**config.mk**
```make
export PLATFORM = sky130hd
export DESIGN_NAME = response_frame_receiver
export DESIGN_NICKNAME = d
export VERILOG_FILES = /design/src/rtl/rfr_pkg.sv /design/src/rtl/response_frame_receiver.sv
export SDC_FILE = /design/constraint.sdc
export NUM_CORES = 1
export LEC_CHECK = 0
export BUFFER_PORTS_ARGS = -buffer_cell sky130_fd_sc_hd__buf_2
export CORE_MARGIN = 5
export CORE_UTILIZATION = 61
export DETAILED_ROUTE_END_ITERATION = 10
export PLACE_DENSITY = 0.77
export SYNTH_ARGS = -nofsm -noshare
export SYNTH_HDL_FRONTEND = slang
export SYNTH_SLANG_ARGS = --single-unit
```
**constraint.sdc**
```tcl
create_clock -name clk -period 7 [get_ports clk]
set_clock_uncertainty 0.2 [all_clocks]
set_input_delay 1.75 -clock clk [delete_from_list [all_inputs] [get_ports clk]]
set_output_delay 1.75 -clock clk [all_outputs]
set_load 0.02 [all_outputs]
```
**src/rtl/rfr_pkg.sv**
```systemverilog
// Shared types and constants of the response frame receiver.
// No dependencies; imported by the top level and its port checker.
package rfr_pkg;

  localparam logic [7:0]  SOF_BYTE     = 8'hBC;
  localparam logic [31:0] LEN_EXPECTED = 32'd8;

  // Result status codes
  typedef enum logic [1:0] {
    ST_OK      = 2'd0,
    ST_BAD_SUM = 2'd1,
    ST_BAD_LEN = 2'd2,
    ST_TIMEOUT = 2'd3
  } status_t;

  // Input word kinds
  typedef enum logic {
    OP_BYTE = 1'b0,
    OP_TICK = 1'b1
  } opcode_t;

  // One result word
  typedef struct packed {
    status_t            status;
    logic signed [31:0] code;
  } result_t;

endpackage

```
**src/rtl/response_frame_receiver.sv**
```systemverilog
// Response frame receiver: frame hunt, length and checksum test, tick timeout.
// Depends on rfr_pkg.
//
// Usage:
//   s_* channel takes one word per accepted beat: s_tuser = 0 carries a received
//   byte in s_tdata, s_tuser = 1 is one time tick (s_tdata ignored).
//   While hunting, bytes are dropped until 0xBC opens a 16-byte frame.
//   The 16th byte yields one result; a tick beyond timeout_ticks yields a
//   timeout result. Other words yield nothing.
//   m_* channel carries results: m_tuser holds the status, m_tdata the
//   response code (frame word 2 on success, else zero).
//   cfg_* channel writes timeout_ticks (zero disables; always ready). The user
//   must write it only while the block is idle; the block does not enforce it.
// Timing:
//   One word per cycle while s_tready is high. A result goes into the result
//   register if that is empty or being taken, else into the skid entry. This
//   two-entry output buffer keeps s_tready high while one result waits;
//   s_tready drops only when both entries hold results the sink has not taken.
// Reset:
//   rst (synchronous, active high) returns to hunting, clears the tick count,
//   the timeout register and both output entries.
module response_frame_receiver
  import rfr_pkg::*;
(
  input  logic        clk,
  input  logic        rst,
  input  logic        s_tvalid,
  output logic        s_tready,
  input  logic [7:0]  s_tdata,   // [7:0] rx_byte
  input  logic [0:0]  s_tuser,   // [0] opcode
  output logic        m_tvalid,
  input  logic        m_tready,
  output logic [31:0] m_tdata,   // [31:0] response_code (signed)
  output logic [1:0]  m_tuser,   // [1:0] status
  input  logic        cfg_valid,
  output logic        cfg_ready,
  input  logic [31:0] cfg_data
);

  // Frame and timer state
  logic        in_frame, in_frame_next;
  logic [3:0]  byte_index, byte_index_next;
  logic [31:0] word_assembly, word_assembly_next;
  logic [31:0] running_sum, running_sum_next;
  logic        length_good, length_good_next;
  logic [31:0] code_word, code_word_next;
  logic [31:0] elapsed_ticks, elapsed_ticks_next;
  logic [31:0] timeout_ticks;

  // Output buffer
  logic    out_valid, skid_valid;
  result_t out_res, skid_res;

  logic    accept, pop, push;
  result_t new_res;
  logic [31:0] word_full;
  logic [1:0]  pos;
  logic [1:0]  widx;

  assign cfg_ready = 1'b1;
  assign s_tready  = !skid_valid;
  assign accept    = s_tvalid && s_tready;
  assign pop       = out_valid && m_tready;

  assign pos  = byte_index[1:0];
  assign widx = byte_index[3:2];

  // Insert the byte at its lane of the word being built
  always_comb begin
    word_full = word_assembly;
    word_full[{pos, 3'b000} +: 8] = s_tdata;
  end

  // Next state and result of one accepted word
  always_comb begin
    in_frame_next      = in_frame;
    byte_index_next    = byte_index;
    word_assembly_next = word_assembly;
    running_sum_next   = running_sum;
    length_good_next   = length_good;
    code_word_next     = code_word;
    elapsed_ticks_next = elapsed_ticks;
    push               = 1'b0;
    new_res.status     = ST_OK;
    new_res.code       = '0;

    if (opcode_t'(s_tuser[0]) == OP_TICK) begin
      if (timeout_ticks != '0 && elapsed_ticks >= timeout_ticks) begin
        // Time out: drop any partial frame and restart the wait
        push               = 1'b1;
        new_res.status     = ST_TIMEOUT;
        in_frame_next      = 1'b0;
        byte_index_next    = '0;
        word_assembly_next = '0;
        running_sum_next   = '0;
        length_good_next   = 1'b0;
        code_word_next     = '0;
        elapsed_ticks_next = '0;
      end else if (elapsed_ticks != '1) begin
        elapsed_ticks_next = elapsed_ticks + 32'd1;
      end
    end else if (!in_frame) begin
      // Hunt for the start byte
      if (s_tdata == SOF_BYTE) begin
        in_frame_next      = 1'b1;
        word_assembly_next = {24'd0, s_tdata};
        byte_index_next    = 4'd1;
        running_sum_next   = '0;
        length_good_next   = 1'b0;
        code_word_next     = '0;
      end
    end else begin
      word_assembly_next = word_full;
      byte_index_next    = byte_index + 4'd1;
      if (pos == 2'd3) begin
        if (widx != 2'd3) begin
          // Close a data word
          running_sum_next   = running_sum + word_full;
          word_assembly_next = '0;
          if (widx == 2'd1) begin
            length_good_next = (word_full == LEN_EXPECTED);
          end
          if (widx == 2'd2) begin
            code_word_next = word_full;
          end
        end else begin
          // Checksum word: judge the frame and go back to hunting
          push = 1'b1;
          priority if (!length_good) begin
            new_res.status = ST_BAD_LEN;
          end else if (word_full != running_sum) begin
            new_res.status = ST_BAD_SUM;
          end else begin
            new_res.status     = ST_OK;
            new_res.code       = code_word;
            elapsed_ticks_next = '0;
          end
          in_frame_next      = 1'b0;
          byte_index_next    = '0;
          word_assembly_next = '0;
          running_sum_next   = '0;
          length_good_next   = 1'b0;
          code_word_next     = '0;
        end
      end
    end
  end

  // Advance frame state on each accepted word
  always_ff @(posedge clk) begin
    if (rst) begin
      in_frame      <= 1'b0;
      byte_index    <= '0;
      word_assembly <= '0;
      running_sum   <= '0;
      length_good   <= 1'b0;
      code_word     <= '0;
      elapsed_ticks <= '0;
    end else if (accept) begin
      in_frame      <= in_frame_next;
      byte_index    <= byte_index_next;
      word_assembly <= word_assembly_next;
      running_sum   <= running_sum_next;
      length_good   <= length_good_next;
      code_word     <= code_word_next;
      elapsed_ticks <= elapsed_ticks_next;
    end
  end

  // Hold the timeout register
  always_ff @(posedge clk) begin
    if (rst) begin
      timeout_ticks <= '0;
    end else if (cfg_valid && cfg_ready) begin
      timeout_ticks <= cfg_data;
    end
  end

  // Output register with skid entry
  always_ff @(posedge clk) begin
    if (rst) begin
      out_valid  <= 1'b0;
      skid_valid <= 1'b0;
    end else if (skid_valid) begin
      if (pop) begin
        out_valid  <= 1'b1;
        skid_valid <= 1'b0;
      end
    end else if (accept && push) begin
      if (!out_valid || pop) begin
        out_valid <= 1'b1;
      end else begin
        skid_valid <= 1'b1;
      end
    end else if (pop) begin
      out_valid <= 1'b0;
    end
  end

  // Result payloads
  always_ff @(posedge clk) begin
    if (skid_valid) begin
      if (pop) begin
        out_res <= skid_res;
      end
    end else if (accept && push) begin
      if (!out_valid || pop) begin
        out_res <= new_res;
      end else begin
        skid_res <= new_res;
      end
    end
  end

  assign m_tvalid = out_valid;
  assign m_tdata  = out_res.code;
  assign m_tuser  = out_res.status;

endmodule

```
Word level (Yosys, flattened, before mapping)
Index checks and enable logic that the tools add are counted.
- bits in registers: 236
- output and inout port bits: 37
- $add $sub $neg: 4
- order comparisons: 1
- equality and inequality tests: 17
- shifts and indexed selects: 2
- mux-type cells: 70
- bitwise operators: 2
- reductions and logical operators: 24
- operators by type and width (kind ; number):
    $mux W32 ; 26
    $mux W34 ; 7
    $add A32 B1 Y32 const B ; 1
    $add A32 B32 Y32 ; 1
    $bwmux W32 ; 1
    $eq A32 B4 Y1 const B ; 1
    $ge A32 B32 Y1 ; 1
    $ne A32 B32 Y1 ; 1
    $ne A32 B32 Y1 const B ; 1
    $reduce_bool A32 Y1 ; 1
    $shift A8 B7 Y32 const A ; 1
    $shiftx A8 B7 Y32 ; 1
    $mux W1 ; 27
    $mux W4 ; 6
    $reduce_and A3 Y1 ; 4
    $reduce_bool A2 Y1 ; 6
    $reduce_and A5 Y1 ; 2
    $eq A8 B8 Y1 const B ; 1
    $ne A4 B3 Y1 const B ; 2
    $neg A5 Y7 ; 1
    $reduce_and A7 Y1 ; 1
    $mux W2 ; 3
    $ne A2 B2 Y1 const B ; 3
    $ne A3 B2 Y1 const B ; 2
    other kinds (12) ; 19

Longest topological paths before layout
Gate-level depths: netlist of the first run.
- depth in word-level cells: 13
- gate-level depth with buffers: 19

Least setup slack after synthesis of the first run
Ideal clock, no wire load.
- path type: input -> register
- start point: in s_tuser
- end point: reg skid_res[0] (netlist bit), enable pin
- arrival: 5.244 ns
- required time: 6.325 ns
- path slack: 1.081 ns
- cell stages on the path: 7
- path buffers: 2
- cell sequence: clkbuf_1 > nor2b_1 > clkbuf_1 > nand2_1 > a21boi_0 > nand2_1 > nor3b_1
- cells in the longest elaborated chain, start to end: 3
- ends and longest elaborated chain (element ; line ; source):
    start: declaration ; response_frame_receiver.sv:30 ; input logic [0:0] s_tuser,
    $mux W1 ; response_frame_receiver.sv:87 ; if (opcode_t'(s_tuser[0]) == OP_TICK) begin
    $logic_and A1 B1 Y1 ; response_frame_receiver.sv:206 ; end else if (accept && push) begin
    $reduce_and A3 Y1 (no source line) ; n/a ;
    end signal: assignment ; response_frame_receiver.sv:210 ; skid_res <= new_res;
    end: declaration ; response_frame_receiver.sv:52 ; result_t out_res, skid_res;
Every way passes these cells.
A chain may end at the register's enable or synchronous reset.

Worst setup path in the final report of the first run
- start point: reg byte_index[0]
- end point: reg elapsed_ticks[25]
- cells in the longest elaborated chain, start to end: 6
- elaborated cells on any way between the ends: 9
- classes of those cells: add/sub: 1; eq/ne: 3; shift: 2; mux: 1; reduce/logical: 2
- ends and longest elaborated chain (element ; line ; source):
    start: declaration ; response_frame_receiver.sv:42 ; logic [3:0] byte_index, byte_index_next;
    start signal: assignment ; response_frame_receiver.sv:161 ; byte_index <= byte_index_next;
    $neg A5 Y7 ; response_frame_receiver.sv:71 ; word_full[{pos, 3'b000} +: 8] = s_tdata;
    $shiftx A8 B7 Y32 or $shift A8 B7 Y32 (tied branches) ; response_frame_receiver.sv:71 ;
    $bwmux W32 ; response_frame_receiver.sv:71 ;
    $ne A32 B32 Y1 ; response_frame_receiver.sv:131 ; end else if (word_full != running_sum) begin
    $ne A2 B2 Y1 (no source line) ; n/a ;
    $reduce_and A7 Y1 (no source line) (*) ; n/a ;
    end signal: assignment ; response_frame_receiver.sv:166 ; elapsed_ticks <= elapsed_ticks_next;
    end: declaration ; response_frame_receiver.sv:47 ; logic [31:0] elapsed_ticks, elapsed_ticks_next;
Mark *: on every way between the ends. The rest lies on a longest branch, timed or not.

==> flow_summary.yaml, run 1 <==
grt:
  gr-usage-all-layers_pct: 25.7
  antenna_found_initial: 0
  first_global_vias: 10300
  overflow: 0
  grt_pass1_wl_mm: 51.0
  grt_max_degree: 87
timing:
  rsz0062_at_grt: "false"
  fin_ws_ns: 1.31
  slew_viol_final: 0
  period_needed_ns: 5.69
  fmax_mhz: 176
  worst_pin_slew_ns: 1.15
  finalSetupViolCount: 0
  hold_viol_final: 0
  fin_setup_tns_ns: 0
  relSlewSlack_pct: 23.0
  period_share_pct: 81.3
critical_path:
  criticalPathCategory: "reg2reg"
  end_kind: "register"
  worstPathRequired_ns: 7.24
  critPathLaunchType: "register"
  cp.arrival_ns: 5.93
  path_max_fanout: 21
outcome:
  status: "completed"
place:
  io_buffers: 81
  place_congestion: 0.997
  dp_hpwl_mm: 22.0
  pre_cts_ws_ns: 1.46
floorplan:
  die_area_sq_um: 23400
  coreArea_sq_um: 20200
  core.rowCount: 52
  start_util_pct: 61.8
  die_x_um: 153
  io_pins: 83
  die_h_um: 153
yosys:
  async_reset_ff_share_pct: 0
  ys_ff_latch: 236
  synth_edf_count: 68
  synth_cells: 1403
  yosys.cell_types.count: 68
  synth_nets: 1527
  netlist_area_sq_um: 12500
  ys_warn_count: 0
  ys_seq_area_share_pct: 43.4
  avgSynthCellArea_sq_um: 8.89
  synth_ff_type: "dfxtp_1"
clocking:
  max-clock-path-buffers: 3
  path_clk_slew_ns: 0.07
  numCtsBuffers: 25
  clock-root-buffer: "clkbuf_16"
  clkLatencyLatePin_ns: 0.52
  cts_resized: 0
  cts.htree.levels: 1
  hold_buffers: 0
  post-cts-setup-buffers: 0
  cts_tree: "built"
  clock-sinks: 236
drt:
  wl_met2_mm: 14.7
  post_drt_wl_per_cell_um: 17.9
  dr.pass1.iters: 6
  drt_iter0_markers: 818
  routed_wl_mm: 31.1
  wl_met1_mm: 13.3
  routed_via_density: 6.03
  drcViolationCount: 0
  vias: 10500
  ant_nets: 0
  wl_met3_mm: 2.29
  routed.top_layer: "met4"
layout:
  diodes: 0
  multi_input_area_sq_um: 6500
  nNetsFinal: 1570
  drive_above_1_share_pct: 12.6
  fillers: 1654
  area_growth_syn_to_layout_pct: 11.4
  seq_area_sq_um: 5410
power_and_ir_drop:
  irDropWorstVdd_mv: 0.164
  p_total_mw: 2.95
  p_leak_nw: 5.79
  power_per_cell_area_nw_per_um2: 213
flow_run:
  maxCapViolCount: 0
min_path:
  worstHoldPathType: "reg2reg"
[placed cells by master, fill, tap and decap left out, types with 16 or more instances in the layout]
cell type  instances
nor4_1            18
nand2_1           84
clkbuf_16         25
xnor2_1           22
nand3_1           46
nor2_1           151
nor2b_1           29
inv_1             79
nor3_1            70
dfxtp_1          168
mux2i_1           32
ha_1              77
o21ai_0           35
buf_2             80
and2_1            35
a31oi_1           16
mux2_2            34
xor2_1            30
nand4_1           34
edfxtp_1          68
a21oi_1          159
[stage by stage]
stage	instances	instance area, sq um	utilization [%]	hold slack (ns)
final	1735	13900	68.8	0.257
after global routing	1735	13900	68.8	0.271
after CTS	1735	13900	68.8	0.261
after floorplan	1403	12500	-	0.227
after global placement	1689	13000	64.7	0.245
after detailed placement	1689	13000	64.7	0.252
[critical path: stages, from the launching register on]
cell and delay (ns):
dfxtp_1 0.52, inv_1 0.21, ha_1 0.40, nand2_1 0.06, nor3_1 0.88, a21oi_1 0.34, inv_1 0.21, ha_1 0.30
nor4_1 0.44, nand4_1 0.26, nor3_2 0.24, a41oi_1 0.18, nor3_2 0.18, buf_4 0.26, nand2_1 0.24, or4_1 0.53
a21oi_1 0.15
[power by group]
part / internal [mW] / switching (mW) / leakage [nW]
Clock: 0.796 / 0.543 / 0.408
Combinational: 0.0610 / 0.127 / 3.39
Sequential: 1.41 / 0.0125 / 1.99
Total: 2.27 / 0.683 / 5.79
[sequential cells by signal, indices dropped and copies added, names as in the netlist]
signal	cells
elapsed_ticks	32
m_tdata	32
length_good	1
m_tuser	2
m_tvalid	1
word_assembly	32
code_word	32
skid_res	34
skid_valid	1
byte_index	4
running_sum	32
in_frame	1
timeout_ticks	32
[cell families (layout without fill, tap and decap cells)]
kind of cell / Yosys count / after routing / share of synthesized area (%)
simple gates: 527 / 527 / 21.1
other cells: 1 / 1 / 0.0301
fa+ha+maj: 78 / 78 / 7.89
compound gates: 285 / 285 / 13.5
flops: 236 / 236 / 43.4
buf+inv: 158 / 220 / 4.86
xor+xnor: 52 / 52 / 3.65
mux: 66 / 66 / 5.64
[worst paths after layout]
kind	endpoint	slack, ns	from	depth (start not counted)
worst max-delay path	elapsed_ticks[25]	1.31	byte_index[0]	16
worst min-delay path	running_sum[15]	0.26	running_sum[15]	2
worst max register to register	elapsed_ticks[25]	1.31	byte_index[0]	16
worst min register to register	running_sum[15]	0.26	running_sum[15]	2
[cells in the mapped netlist (5+ instances only)]
library cell | n | area [sq um]
a21o_1 | 14 | 105
a21oi_1 | 160 | 801
a221oi_1 | 11 | 96.3
a31oi_1 | 16 | 100
and2_1 | 35 | 219
and2b_1 | 5 | 37.5
and3_1 | 12 | 75.1
and4_1 | 7 | 61.3
buf_1 | 5 | 18.8
buf_2 | 7 | 35.0
clkbuf_1 | 65 | 244
dfxtp_1 | 168 | 3360
edfxtp_1 | 68 | 2040
ha_1 | 77 | 963
inv_1 | 79 | 297
mux2_2 | 34 | 383
mux2i_1 | 32 | 320
nand2_1 | 84 | 315
nand3_1 | 47 | 235
nand4_1 | 34 | 213
nor2_1 | 152 | 571
nor2b_1 | 29 | 181
nor3_1 | 70 | 350
nor4_1 | 19 | 119
o211ai_1 | 5 | 37.5
o21ai_0 | 35 | 175
o31ai_1 | 6 | 45.0
or3_1 | 8 | 50.1
or4_1 | 5 | 37.5
xnor2_1 | 22 | 193
xor2_1 | 30 | 263
[routing by layer]
layer / up-vias / global-route usage (%)
li1: 5085 / -
met3: 66 / 4.38
met2: 398 / 43.5
met1: 4917 / 34.1
met5: - / 0
met4: 0 / 7.47
[final cells by class]
class	count	area share, %
clock inverters	10	0.802
well taps	270	2.43
flip-flops and latches	236	38.9
inverters	80	2.16
multi-input cells	1009	46.8
repair buffers	94	3.64
clock buffers	36	5.24
No activity file was read; power rests on OpenSTA's default activity.
==> inputs of run 2 (changes only) <==
CORE_UTILIZATION = 55   (was 61)
PLACE_DENSITY = 0.73   (was 0.77)
clock period = 4.85 ns   (was 7 ns; I/O delays follow)
==> run 2 against run 1 <==
Effect of this change: sequential share of layout area shrank 1.2 points; worst hold slack gained 0.0013 ns; fmax grew 24%; critical endpoint unchanged; combinational power grew 50%; cell area grew 3.3%; global-route usage shrank 1.8 points; register-to-register slack lost 1.0 ns; utilization shrank 5.1 points; critical path type unchanged; count of clock-buffer cells in the layout shrank 2; clock power grew 53%; routed wire length grew 0.36%; highest routed layer unchanged; largest power group unchanged.
==> flow_summary.yaml, run 2 (synthesis gave the netlist of run 1 again) <==
grt:
  first_global_vias: 10400
  gr-usage-all-layers_pct: 23.9
  antenna_found_initial: 0
  grt_pass1_wl_mm: 51.9
  grt_max_degree: 87
  overflow: 0
critical_path:
  criticalPathCategory: "reg2reg"
  worstPathRequired_ns: 5.12
  r2r_cells: 14
  slowest_delay_ns: 0.59
  r2r-end: "elapsed_ticks[25]"
  critPathBufInv: 2
  crit_slowest_cell: "ha_1"
  rrSetupSlack_ns: 0.27
  path_max_fanout: 16
  cp.arrival_ns: 4.85
  reg2reg_from: "byte_index[0]"
  path_cells: "inv_1 -> ha_1 -> nor2b_1 -> a31oi_1 -> inv_1 -> ha_1 -> nor4_1 -> nand4_1 -> nor3_2 -> a41oi_1 -> nor3_2 -> nand2_2 -> or4_1 -> a21oi_1"
  end_kind: "register"
  critPathTopFamily: "simple AND/OR/NAND/NOR gates"
  critPathLaunchType: "register"
drt:
  vias: 10500
  post_drt_wl_per_cell_um: 17.3
  drcViolationCount: 0
  drt_iter0_markers: 787
  routed_wl_mm: 31.2
  dr.pass1.iters: 8
  ant_nets: 0
  routed_via_density: 5.81
min_path:
  worstHoldPathType: "reg2reg"
  min_to: "running_sum[12]"
  min_path_cells: 2
  hold_start: "running_sum[12]"
clocking:
  post-cts-setup-buffers: 0
  cts_tree: "built"
  cts_resized: 0
  path_clk_slew_ns: 0.06
  clkLatencyLatePin_ns: 0.54
  clock-root-buffer: "clkbuf_16"
  max-clock-path-buffers: 3
  hold_buffers: 0
  numCtsBuffers: 27
  cts.htree.levels: 1
  clock-sinks: 236
place:
  place_congestion: 0.928
  dp_hpwl_mm: 22.4
  placed_cells: 1750
  pre_cts_ws_ns: 0.0854
  io_buffers: 81
floorplan:
  io_pins: 83
  start_util_pct: 55.4
  die_h_um: 161
  die_x_um: 161
  core.rowCount: 55
  coreArea_sq_um: 22500
  die_area_sq_um: 25800
timing:
  period_share_pct: 94.5
  rsz0062_at_grt: "false"
  fin_setup_tns_ns: 0
  hold_viol_final: 0
  fmax_mhz: 218
  worst_pin_slew_ns: 0.926
  slew_viol_final: 0
  period_needed_ns: 4.58
  finalSetupViolCount: 0
  fin_ws_ns: 0.268
  relSlewSlack_pct: 38.3
layout:
  final_common_cell: "dfxtp_1"
  largest_reg_flops: 34
  layout_common_cells: "dfxtp_1, a21oi_1, nor2_1, nand2_1, buf_2"
  nNetsFinal: 1618
  area_growth_syn_to_layout_pct: 15.0
  multi_input_area_sq_um: 6510
  stdcell_count: 1800
  diodes: 0
  regMostFlops: "skid_res"
  drive_above_1_share_pct: 15.6
  fillers: 1931
  seq_area_sq_um: 5410
power_and_ir_drop:
  p_total_mw: 4.39
  p_leak_nw: 6.05
  irDropWorstVdd_mv: 0.292
  power_per_cell_area_nw_per_um2: 306
outcome:
  status: "completed"
flow_run:
  maxCapViolCount: 0
## run 2: changes by cell type in the layout (fill, tap and decap cells not counted), sizes merged
cell      previous run  this run
buf                 94       140
clkbuf              36        34
clkinv               5         7
inv                 81        83
bufinv               2         3
clkinvlp             2         3
## run 2: how the worst max path moves through the flow
stage / slack (ns) / depth (start not counted) / start / end
CTS: 0.17 / 15 / byte_index[0] / elapsed_ticks[21]
global route: 0.02 / 14 / byte_index[0] / elapsed_ticks[21]
finish: 0.27 / 14 / byte_index[0] / elapsed_ticks[25]
floorplan: 0.66 / 10 / timeout_ticks[30] / skid_res[0]
detailed placement: 0.09 / 12 / s_tdata[5] / elapsed_ticks[21]
global placement: 0.19 / 12 / s_tdata[4] / elapsed_ticks[21]
## run 2: stage by stage
stage,util [%],hold slack (ns),instance area (sq um)
5_1_grt,63.7,0.275,14300
2_1_floorplan,-,0.227,12500
6_report,63.7,0.258,14300
3_5_place_dp,59.7,0.249,13400
3_3_place_gp,59.7,0.245,13400
4_1_cts,63.7,0.259,14300
## run 2: tightest hold or removal path: cells and delay by family, from the launching register on
| kind | cells | cell delay [ns] |
|---|---|---|
| and+or+nand+nor | 1 | 0.05 |
| DFF | 1 | 0.31 |
| AOI/OAI and AO/OA | 1 | 0.05 |
## run 2: power by group
part / internal (mW) / switching [mW]
sequential: 2.04 / 0.0172
clock: 1.21 / 0.833
combinational: 0.0978 / 0.184
total: 3.35 / 1.03
## run 2: area by class of cell
class / instances / area share, %
Timing Repair Buffer: 140 / 6.02
Multi-Input combinational cell: 1009 / 45.4
Clock inverter: 16 / 1.31
Sequential cell: 236 / 37.7
Clock buffer: 34 / 4.97
Inverter: 80 / 2.09
Tap cell: 285 / 2.49
## run 2: routing by layer
metal / global-route usage, % / routed length (um)
met5: 0 / 0
met4: 5.20 / 544
met3: 3.80 / 1890
met2: 40.7 / 14800
met1: 32.3 / 14000
